### src/design/ccf_pkg.sv
// ----------------------------------------------------------------------------
// Contour quad corner finder package
// Shared widths and register indexes for the corner finder and its channels.
// ----------------------------------------------------------------------------
package ccf_pkg;

    localparam int COORD_BITS = 12;
    localparam int DIST_BITS  = 2 * COORD_BITS + 3;
    localparam int CFG_IDX_BITS = 3;

    typedef enum logic [CFG_IDX_BITS-1:0] {
        CFG_BOX_LEFT      = 3'd0,
        CFG_BOX_TOP       = 3'd1,
        CFG_BOX_RIGHT     = 3'd2,
        CFG_BOX_BOTTOM    = 3'd3,
        CFG_DIAGONAL_MODE = 3'd4
    } t_cfg_idx;

    typedef logic [COORD_BITS-1:0] t_coord;

endpackage

### src/design/ccf_point_if.sv
// ----------------------------------------------------------------------------
// Contour point channel
// Carries one contour point per transaction with a valid/ready handshake.
// ----------------------------------------------------------------------------
interface ccf_point_if import ccf_pkg::*; ();

    logic   valid;
    logic   ready;
    t_coord point_x;
    t_coord point_y;
    logic   last_point;

    modport source (output valid, output point_x, output point_y, output last_point,
                    input ready);
    modport sink   (input valid, input point_x, input point_y, input last_point,
                    output ready);

endinterface

### src/design/ccf_corner_if.sv
// ----------------------------------------------------------------------------
// Contour corner channel
// Carries the four corners of one contour per transaction.
// ----------------------------------------------------------------------------
interface ccf_corner_if import ccf_pkg::*; ();

    logic   valid;
    logic   ready;
    t_coord corner0_x;
    t_coord corner0_y;
    t_coord corner1_x;
    t_coord corner1_y;
    t_coord corner2_x;
    t_coord corner2_y;
    t_coord corner3_x;
    t_coord corner3_y;

    modport source (output valid,
                    output corner0_x, output corner0_y, output corner1_x, output corner1_y,
                    output corner2_x, output corner2_y, output corner3_x, output corner3_y,
                    input ready);
    modport sink   (input valid,
                    input corner0_x, input corner0_y, input corner1_x, input corner1_y,
                    input corner2_x, input corner2_y, input corner3_x, input corner3_y,
                    output ready);

endinterface

### src/design/contour_quad_corner_finder.sv
// The last point of a contour passes the stage registers s1 to s4; the corners are
// then registered into the output register and offered on the corner channel.
// Throughput: one point per cycle through a five-register pipeline; the pipeline
// holds only while a finished result waits and the next last point reaches the end.
// Reset (synchronous, active low) clears the configuration, the kept corners and
// all valid flags.
// ----------------------------------------------------------------------------
// Contour quad corner finder
// Sorts contour points into four regions of the bounding box and keeps, per
// region, the point farthest from a reference point; emits the four corners
// on the last point of the contour.
// ----------------------------------------------------------------------------
module contour_quad_corner_finder import ccf_pkg::*; (
    input  logic                    i_clk,
    input  logic                    i_rst_n,
    input  logic                    i_cfg_we,
    input  logic [CFG_IDX_BITS-1:0] i_cfg_idx,
    input  logic [COORD_BITS-1:0]   i_cfg_data,
    ccf_point_if.sink               i_pt,
    ccf_corner_if.source            o_crn
);

    localparam int CB = COORD_BITS;
    localparam int PW = 2 * CB + 2;
    localparam int CW = 2 * CB + 3;
    localparam int SW = 2 * CB + 4;
    localparam int DW = DIST_BITS;

    t_coord r_box_left, r_box_top, r_box_right, r_box_bottom;
    logic   r_diag;

    logic   w_adv;

    logic   r_s1_v, r_s1_last;
    t_coord r_s1_x, r_s1_y;

    logic                 r_s2_v, r_s2_last, r_s2_qhit;
    logic [1:0]           r_s2_qk;
    t_coord               r_s2_x, r_s2_y;
    logic signed [PW-1:0] r_s2_m1a, r_s2_m1b, r_s2_m2a, r_s2_m2b;

    logic                 r_s3_v, r_s3_last, r_s3_hit;
    logic [1:0]           r_s3_k;
    t_coord               r_s3_x, r_s3_y;
    logic signed [CB+1:0] r_s3_dx, r_s3_dy;

    logic          r_s4_v, r_s4_last, r_s4_hit;
    logic [1:0]    r_s4_k;
    t_coord        r_s4_x, r_s4_y;
    logic [DW-1:0] r_s4_d;

    t_coord        r_best_x [4];
    t_coord        r_best_y [4];
    logic [DW-1:0] r_best_d [4];

    logic   r_out_valid;
    t_coord r_out_x [4];
    t_coord r_out_y [4];

    always_ff @(posedge i_clk) begin
        if (!i_rst_n) begin
            r_box_left   <= '0;
            r_box_top    <= '0;
            r_box_right  <= '0;
            r_box_bottom <= '0;
            r_diag       <= 1'b0;
        end else if (i_cfg_we) begin
            unique case (i_cfg_idx)
                CFG_BOX_LEFT:      r_box_left   <= i_cfg_data;
                CFG_BOX_TOP:       r_box_top    <= i_cfg_data;
                CFG_BOX_RIGHT:     r_box_right  <= i_cfg_data;
                CFG_BOX_BOTTOM:    r_box_bottom <= i_cfg_data;
                CFG_DIAGONAL_MODE: r_diag       <= i_cfg_data[0];
                default: begin
                end
            endcase
        end
    end

    assign w_adv = !(r_s4_v && r_s4_last && r_out_valid && !o_crn.ready);
    assign i_pt.ready = w_adv;

    always_ff @(posedge i_clk) begin
        if (!i_rst_n) begin
            r_s1_v <= 1'b0;
        end else if (w_adv) begin
            r_s1_v <= i_pt.valid;
        end
    end

    always_ff @(posedge i_clk) begin
        if (w_adv) begin
            r_s1_x    <= i_pt.point_x;
            r_s1_y    <= i_pt.point_y;
            r_s1_last <= i_pt.last_point;
        end
    end

    logic [CB:0]          w_sum_lr, w_sum_tb;
    t_coord               w_hx, w_hy;
    logic signed [CB:0]   w_dxl, w_a1, w_c1, w_a2, w_c2, w_e;
    logic                 w_qhit;
    logic [1:0]           w_qk;

    assign w_sum_lr = {1'b0, r_box_left} + {1'b0, r_box_right};
    assign w_sum_tb = {1'b0, r_box_top} + {1'b0, r_box_bottom};
    assign w_hx     = w_sum_lr[CB:1];
    assign w_hy     = w_sum_tb[CB:1];

    assign w_dxl = $signed({1'b0, r_box_left}) - $signed({1'b0, r_box_right});
    assign w_a1  = $signed({1'b0, r_s1_y}) - $signed({1'b0, r_box_bottom});
    assign w_c1  = $signed({1'b0, r_box_top}) - $signed({1'b0, r_box_bottom});
    assign w_a2  = $signed({1'b0, r_s1_y}) - $signed({1'b0, r_box_top});
    assign w_c2  = $signed({1'b0, r_box_bottom}) - $signed({1'b0, r_box_top});
    assign w_e   = $signed({1'b0, r_s1_x}) - $signed({1'b0, r_box_right});

    always_comb begin
        w_qhit = 1'b1;
        w_qk   = 2'd0;
        if (r_s1_x < w_hx && r_s1_y <= w_hy) begin
            w_qk = 2'd0;
        end else if (r_s1_x >= w_hx && r_s1_y < w_hy) begin
            w_qk = 2'd1;
        end else if (r_s1_x > w_hx && r_s1_y >= w_hy) begin
            w_qk = 2'd2;
        end else if (r_s1_x <= w_hx && r_s1_y > w_hy) begin
            w_qk = 2'd3;
        end else begin
            w_qhit = 1'b0;
        end
    end

    always_ff @(posedge i_clk) begin
        if (!i_rst_n) begin
            r_s2_v <= 1'b0;
        end else if (w_adv) begin
            r_s2_v <= r_s1_v;
        end
    end

    always_ff @(posedge i_clk) begin
        if (w_adv) begin
            r_s2_x    <= r_s1_x;
            r_s2_y    <= r_s1_y;
            r_s2_last <= r_s1_last;
            r_s2_qhit <= w_qhit;
            r_s2_qk   <= w_qk;
            r_s2_m1a  <= PW'(w_a1) * PW'(w_dxl);
            r_s2_m1b  <= PW'(w_c1) * PW'(w_e);
            r_s2_m2a  <= PW'(w_a2) * PW'(w_dxl);
            r_s2_m2b  <= PW'(w_c2) * PW'(w_e);
        end
    end

    logic signed [CW-1:0] w_cr1, w_cr2;
    logic                 w_neg_dir, w_p1_pos, w_p1_neg, w_p2_pos, w_p2_neg;
    logic                 w_hit;
    logic [1:0]           w_k;
    logic [CB:0]          w_rx, w_ry;

    assign w_cr1 = CW'(r_s2_m1a) - CW'(r_s2_m1b);
    assign w_cr2 = CW'(r_s2_m2a) - CW'(r_s2_m2b);
    assign w_neg_dir = w_dxl[CB];

    assign w_p1_pos = w_neg_dir ? (w_cr1 < 0) : (w_cr1 > 0);
    assign w_p1_neg = w_neg_dir ? (w_cr1 > 0) : (w_cr1 < 0);
    assign w_p2_pos = w_neg_dir ? (w_cr2 < 0) : (w_cr2 > 0);
    assign w_p2_neg = w_neg_dir ? (w_cr2 > 0) : (w_cr2 < 0);

    always_comb begin
        w_hit = 1'b0;
        w_k   = 2'd0;
        w_rx  = '0;
        w_ry  = '0;
        if (r_diag) begin
            if (w_dxl != 0) begin
                w_hit = 1'b1;
                if (!w_p1_neg && w_p2_pos) begin
                    w_k  = 2'd1;
                    w_rx = w_sum_lr;
                    w_ry = {r_box_top, 1'b0};
                end else if (w_p1_pos && !w_p2_pos) begin
                    w_k  = 2'd2;
                    w_rx = {r_box_right, 1'b0};
                    w_ry = w_sum_tb;
                end else if (!w_p1_pos && w_p2_neg) begin
                    w_k  = 2'd3;
                    w_rx = w_sum_lr;
                    w_ry = {r_box_bottom, 1'b0};
                end else if (w_p1_neg && !w_p2_neg) begin
                    w_k  = 2'd0;
                    w_rx = {r_box_left, 1'b0};
                    w_ry = w_sum_tb;
                end else begin
                    w_hit = 1'b0;
                end
            end
        end else begin
            w_hit = r_s2_qhit;
            w_k   = r_s2_qk;
            case (r_s2_qk)
                2'd0: begin
                    w_rx = {r_box_right, 1'b0};
                    w_ry = {r_box_bottom, 1'b0};
                end
                2'd1: begin
                    w_rx = {r_box_left, 1'b0};
                    w_ry = {r_box_bottom, 1'b0};
                end
                2'd2: begin
                    w_rx = {r_box_left, 1'b0};
                    w_ry = {r_box_top, 1'b0};
                end
                default: begin
                    w_rx = {r_box_right, 1'b0};
                    w_ry = {r_box_top, 1'b0};
                end
            endcase
        end
    end

    always_ff @(posedge i_clk) begin
        if (!i_rst_n) begin
            r_s3_v <= 1'b0;
        end else if (w_adv) begin
            r_s3_v <= r_s2_v;
        end
    end

    always_ff @(posedge i_clk) begin
        if (w_adv) begin
            r_s3_x    <= r_s2_x;
            r_s3_y    <= r_s2_y;
            r_s3_last <= r_s2_last;
            r_s3_hit  <= w_hit;
            r_s3_k    <= w_k;
            r_s3_dx   <= $signed({1'b0, r_s2_x, 1'b0}) - $signed({1'b0, w_rx});
            r_s3_dy   <= $signed({1'b0, r_s2_y, 1'b0}) - $signed({1'b0, w_ry});
        end
    end

    logic signed [SW-1:0] w_sqx, w_sqy;

    assign w_sqx = SW'(r_s3_dx) * SW'(r_s3_dx);
    assign w_sqy = SW'(r_s3_dy) * SW'(r_s3_dy);

    always_ff @(posedge i_clk) begin
        if (!i_rst_n) begin
            r_s4_v <= 1'b0;
        end else if (w_adv) begin
            r_s4_v <= r_s3_v;
        end
    end

    always_ff @(posedge i_clk) begin
        if (w_adv) begin
            r_s4_x    <= r_s3_x;
            r_s4_y    <= r_s3_y;
            r_s4_last <= r_s3_last;
            r_s4_hit  <= r_s3_hit;
            r_s4_k    <= r_s3_k;
            r_s4_d    <= DW'(w_sqx) + DW'(w_sqy);
        end
    end

    logic [3:0] w_upd;
    logic       w_emit;

    always_comb begin
        for (int j = 0; j < 4; j++) begin
            w_upd[j] = r_s4_v && r_s4_hit && (r_s4_k == 2'(j)) && (r_s4_d > r_best_d[j]);
        end
    end

    assign w_emit = w_adv && r_s4_v && r_s4_last;

    always_ff @(posedge i_clk) begin
        if (!i_rst_n) begin
            for (int j = 0; j < 4; j++) begin
                r_best_x[j] <= '0;
                r_best_y[j] <= '0;
                r_best_d[j] <= '0;
            end
        end else if (w_adv && r_s4_v) begin
            for (int j = 0; j < 4; j++) begin
                if (r_s4_last) begin
                    r_best_x[j] <= '0;
                    r_best_y[j] <= '0;
                    r_best_d[j] <= '0;
                end else if (w_upd[j]) begin
                    r_best_x[j] <= r_s4_x;
                    r_best_y[j] <= r_s4_y;
                    r_best_d[j] <= r_s4_d;
                end
            end
        end
    end

    always_ff @(posedge i_clk) begin
        if (!i_rst_n) begin
            r_out_valid <= 1'b0;
        end else if (w_emit) begin
            r_out_valid <= 1'b1;
        end else if (o_crn.ready) begin
            r_out_valid <= 1'b0;
        end
    end

    always_ff @(posedge i_clk) begin
        if (w_emit) begin
            for (int j = 0; j < 4; j++) begin
                r_out_x[j] <= w_upd[j] ? r_s4_x : r_best_x[j];
                r_out_y[j] <= w_upd[j] ? r_s4_y : r_best_y[j];
            end
        end
    end

    assign o_crn.valid     = r_out_valid;
    assign o_crn.corner0_x = r_out_x[0];
    assign o_crn.corner0_y = r_out_y[0];
    assign o_crn.corner1_x = r_out_x[1];
    assign o_crn.corner1_y = r_out_y[1];
    assign o_crn.corner2_x = r_out_x[2];
    assign o_crn.corner2_y = r_out_y[2];
    assign o_crn.corner3_x = r_out_x[3];
    assign o_crn.corner3_y = r_out_y[3];

`ifndef SYNTHESIS
    a_emit_sets_valid: assert property (@(posedge i_clk) disable iff (!i_rst_n)
        w_emit |=> r_out_valid)
        else $error("finished contour did not raise the output transaction");

    a_emit_clears_state: assert property (@(posedge i_clk) disable iff (!i_rst_n)
        w_emit |=> (r_best_d[0] == '0 && r_best_d[1] == '0 &&
                    r_best_d[2] == '0 && r_best_d[3] == '0))
        else $error("kept corners not cleared after a contour");

    a_stall_only_when_blocked: assert property (@(posedge i_clk) disable iff (!i_rst_n)
        !w_adv |-> (r_out_valid && !o_crn.ready && r_s4_v && r_s4_last))
        else $error("pipeline held without a blocked result");

    a_dist_monotonic: assert property (@(posedge i_clk) disable iff (!i_rst_n)
        !w_emit |=> (r_best_d[0] >= $past(r_best_d[0]) &&
                     r_best_d[2] >= $past(r_best_d[2])))
        else $error("kept distance decreased within a contour");
`endif

endmodule
### src/flat_wrapper.sv
// flat-port wrapper written by rule: the top's interface ports become plain ports
module contour_quad_corner_finder_flat import ccf_pkg::*;
  (i_clk, i_rst_n, i_cfg_we, i_cfg_idx, i_cfg_data, i_pt_valid, i_pt_point_x, i_pt_point_y, i_pt_last_point, i_pt_ready, o_crn_valid, o_crn_corner0_x, o_crn_corner0_y, o_crn_corner1_x, o_crn_corner1_y, o_crn_corner2_x, o_crn_corner2_y, o_crn_corner3_x, o_crn_corner3_y, o_crn_ready);
  ccf_point_if i_pt_i ();
  ccf_corner_if o_crn_i ();
  input  logic i_clk;
  input  logic i_rst_n;
  input  logic i_cfg_we;
  input  logic [CFG_IDX_BITS-1:0] i_cfg_idx;
  input  logic [COORD_BITS-1:0] i_cfg_data;
  input wire logic [$bits(i_pt_i.valid)-1:0] i_pt_valid;
  input wire logic [$bits(i_pt_i.point_x)-1:0] i_pt_point_x;
  input wire logic [$bits(i_pt_i.point_y)-1:0] i_pt_point_y;
  input wire logic [$bits(i_pt_i.last_point)-1:0] i_pt_last_point;
  output wire logic [$bits(i_pt_i.ready)-1:0] i_pt_ready;
  output wire logic [$bits(o_crn_i.valid)-1:0] o_crn_valid;
  output wire logic [$bits(o_crn_i.corner0_x)-1:0] o_crn_corner0_x;
  output wire logic [$bits(o_crn_i.corner0_y)-1:0] o_crn_corner0_y;
  output wire logic [$bits(o_crn_i.corner1_x)-1:0] o_crn_corner1_x;
  output wire logic [$bits(o_crn_i.corner1_y)-1:0] o_crn_corner1_y;
  output wire logic [$bits(o_crn_i.corner2_x)-1:0] o_crn_corner2_x;
  output wire logic [$bits(o_crn_i.corner2_y)-1:0] o_crn_corner2_y;
  output wire logic [$bits(o_crn_i.corner3_x)-1:0] o_crn_corner3_x;
  output wire logic [$bits(o_crn_i.corner3_y)-1:0] o_crn_corner3_y;
  input wire logic [$bits(o_crn_i.ready)-1:0] o_crn_ready;
  assign i_pt_i.valid = i_pt_valid;
  assign i_pt_i.point_x = i_pt_point_x;
  assign i_pt_i.point_y = i_pt_point_y;
  assign i_pt_i.last_point = i_pt_last_point;
  assign i_pt_ready = i_pt_i.ready;
  assign o_crn_valid = o_crn_i.valid;
  assign o_crn_corner0_x = o_crn_i.corner0_x;
  assign o_crn_corner0_y = o_crn_i.corner0_y;
  assign o_crn_corner1_x = o_crn_i.corner1_x;
  assign o_crn_corner1_y = o_crn_i.corner1_y;
  assign o_crn_corner2_x = o_crn_i.corner2_x;
  assign o_crn_corner2_y = o_crn_i.corner2_y;
  assign o_crn_corner3_x = o_crn_i.corner3_x;
  assign o_crn_corner3_y = o_crn_i.corner3_y;
  assign o_crn_i.ready = o_crn_ready;
  contour_quad_corner_finder u_core (.i_clk(i_clk), .i_rst_n(i_rst_n), .i_cfg_we(i_cfg_we), .i_cfg_idx(i_cfg_idx), .i_cfg_data(i_cfg_data), .i_pt(i_pt_i), .o_crn(o_crn_i));
endmodule
### config.mk
export PLATFORM = sky130hd
export DESIGN_NAME = contour_quad_corner_finder_flat
export DESIGN_NICKNAME = d
export VERILOG_FILES = /design/src/design/ccf_pkg.sv /design/src/design/ccf_point_if.sv /design/src/design/ccf_corner_if.sv /design/src/design/contour_quad_corner_finder.sv /design/src/flat_wrapper.sv
export SDC_FILE = /design/constraint.sdc
export NUM_CORES = 2
export LEC_CHECK = 0
export BUFFER_PORTS_ARGS = -buffer_cell sky130_fd_sc_hd__buf_2
export CAP_MARGIN = 15
export CORE_MARGIN = 10
export CORE_UTILIZATION = 30
export DETAILED_ROUTE_END_ITERATION = 8
export MAX_ROUTING_LAYER = met4
export PLACE_DENSITY = 0.49
export SLEW_MARGIN = 40
export SYNTH_ARGS = -nofsm -noshare
export SYNTH_HDL_FRONTEND = slang
export SYNTH_SLANG_ARGS = --single-unit
### constraint.sdc
create_clock -name i_clk -period 13.5 [get_ports i_clk]
set_input_delay 2.025 -clock i_clk [delete_from_list [all_inputs] [get_ports i_clk]]
set_output_delay 2.025 -clock i_clk [all_outputs]
set_load 0.05 [all_outputs]
==> results.toml <==
[timing]
fin_skew_ns = 0.0475
rsz0062_at_grt = "no"
setup_violations = 0
fin_tns_setup_ns = 0
fin_crit_sh = 0.768
max_freq_mhz = 96.4
fin_crit_ns = 10.37
worst_slew_pin_slew_ns = 0.878
max_slew_margin = 0.410
slew_violations = 0
hold_viol = 0

[clocking]
cts_root_buf = "clkbuf_16"
post_cts_resized = 0
clock_latency_ns = 0.72
holdBufCountCts = 0
clk_path_buf_depth = 3
cts_tree = "done"
htreeDepth = 3
numCtsBuffers = 74
post-cts-setup-buffers = 0
clk_pin_slew_ns = 0.06
numClockSinks = 621

[placed_design]
port_buffers = 142
hpwl_um = 174000
gp_congestion = 0.915

[global_route]
grtUsageTotal = 0.172
grt_pass1_vias = 52600
antenna_found_initial = 13
grt.overflow.total = 0
grt_max_degree = 106
grt_pass1_wl_um = 332000

[floorplanning]
num_io_pins = 143
die_h_um = 510
initial_utilization = 0.303
die_area_um2 = 261000
core_um2 = 239000
die_w_um = 510
rows = 179

[setup_path]
arrival_ns = 10.80
r2r-end = "u_core.r_s2_m2b[25]"
setup.worst_path.class = "flop to flop"
r2r_slack_ns = 3.13
crit_required_ns = 13.93
cpMaxStageDelayCell = "a21oi_1"
path_max_fanout = 10
crit_path_max_incr_delay_ns = 0.69
endpoint_kind = "flop"
worstReg2RegStart = "u_core.r_box_top[1]"
startpoint_type = "flop"
r2r_cells = 31

[yosys]
synth_warnings = 0
syn_area_um2 = 72200
synth_cells = 7017
synthDistinctLibCells = 95
ys_ff_latch = 621
ys_seq_area_frac = 0.251
syn_nets = 8800
synth_ff_type = "edfxtp_1"
synthArstFlopShare = 0
synth.avg_cell_area_um2 = 10.3
synth_enable_flop_cells = 567

[hold_path]
hold_start = "u_core.r_s3_last"
hold_path.class = "flop to flop"
hold_end = "u_core.r_s4_last"
hold-path-cell-count = 0

[finish]
syn2layout_area_growth_pct = 10.8
nets = 8920
final_cell_mix = "inv_1 (1417), fa_1 (1054), ha_1 (682), nand2_1 (580), edfxtp_1 (567)"
layout_commonest_cell = "inv_1"
drive_above_1_share = 0.0792

[detailed_routing]
ant_nets = 0
vias_per_cell = 4.75
wire_per_inst_um = 20.9
num_vias = 49200
post-route-drc-count = 0
drtPass1Iterations = 5
drtIter0Drc = 3409
wl_um = 216000

[run_status]
status = "completed"

[run]
maxCapViolCount = 0
sequential cells by signal, summed over array words and instances, names as in the netlist, 27 cells and up:
name             flops
u_core.r_out_y      48
u_core.r_best_y     48
u_core.r_best_x     48
u_core.r_out_x      48
u_core.r_best_d    108
u_core.r_s4_d       27
kinds of logic after synthesis:
| group | after synthesis | synth area share |
|---|---|---|
| multiplexers | 121 | 0.0185 |
| buffers and inverters | 1620 | 0.0845 |
| adder cells (fa/ha/maj) | 1738 | 0.411 |
| XOR/XNOR | 318 | 0.0386 |
| AO/OA/AOI/OAI | 847 | 0.0811 |
| flip-flops | 621 | 0.251 |
| AND/OR/NAND/NOR | 1752 | 0.115 |
synthesized netlist by cell type (13+ instances only):
cell type	instances	area [µm²]
edfxtp_1	567	17000
a221oi_1	18	158
xor2_1	73	639
clkbuf_1	181	679
nand3_1	35	175
nand2b_1	114	713
o21ai_0	105	526
mux2i_1	22	220
o21bai_1	85	638
xnor2_1	245	2150
and3_1	63	394
a21oi_1	231	1160
nor2_1	466	1750
a21boi_0	55	413
nor3_1	61	305
a22o_1	13	114
nand2_1	580	2180
ha_1	682	8530
dfxtp_1	54	1080
and2_1	246	1540
a211oi_1	21	158
nor2b_1	78	488
a21o_1	108	811
fa_1	1056	21100
o21a_1	53	398
inv_1	1417	5320
nand4_1	43	269
mux2_2	99	1110
or2_2	19	119
final cells by class:
class | count | area, µm²
diodes | 1 | 2.50
inverters | 1419 | 5330
flip-flops and latches | 621 | 18100
multi-input cells | 4776 | 48600
fillers | 24400 | 159000
repair buffers | 245 | 1570
well taps | 3167 | 3960
clock inverters | 46 | 474
clock buffers | 87 | 1900
routing by layer:
| metal | track usage | part of all wire | vias to the layer above |
|---|---|---|---|
| met5 | - | 0 | - |
| met4 | 0.0555 | 0.040 | 0 |
| met3 | 0.0189 | 0.043 | 317 |
| met2 | 0.289 | 0.49 | 1196 |
| met1 | 0.217 | 0.43 | 25000 |
| li1 | - | - | 22700 |
worst max path at each step:
stage	startpoint	end	slack (ns)	cells past startpoint
2_1_floorplan	o_crn_ready	u_core.r_s1_last	2.07	2
3_3_place_gp	u_core.r_box_top[1]	u_core.r_s2_m2b[25]	3.57	31
3_5_place_dp	u_core.r_box_top[1]	u_core.r_s2_m2b[25]	3.33	31
4_1_cts	u_core.r_box_top[1]	u_core.r_s2_m2b[25]	3.25	31
5_1_grt	u_core.r_box_top[1]	u_core.r_s2_m2b[25]	2.68	31
6_report	u_core.r_box_top[1]	u_core.r_s2_m2b[25]	3.13	31
per-stage QoR:
step | setup slack [ns] | hold slack, ns | area (µm²) | utilization | instances
2_1_floorplan | 2.07 | 0.400 | 72200 | - | 7017
3_3_place_gp | 3.57 | 0.405 | 77100 | 0.323 | 10200
3_5_place_dp | 3.33 | 0.405 | 77500 | 0.325 | 10200
4_1_cts | 3.25 | 0.418 | 79900 | 0.335 | 10400
5_1_grt | 2.68 | 0.421 | 79900 | 0.335 | 10400
6_report | 3.13 | 0.416 | 79900 | 0.335 | 10400
worst max-delay path: cells and delay by family, from the launching register on:
kind / cells / cell delay, ns
adders and majority gates: 8 / 3.93
and+or+nand+nor: 2 / 0.31
xor gates and xnor gates: 1 / 0.11
buffers and inverters: 4 / 0.35
DFF: 1 / 0.53
AOI/OAI and AO/OA: 16 / 4.86
Power is left out: the tool's default activity adds up to more than one toggle a clock period on the data nets, which glitch-free logic cannot reach.
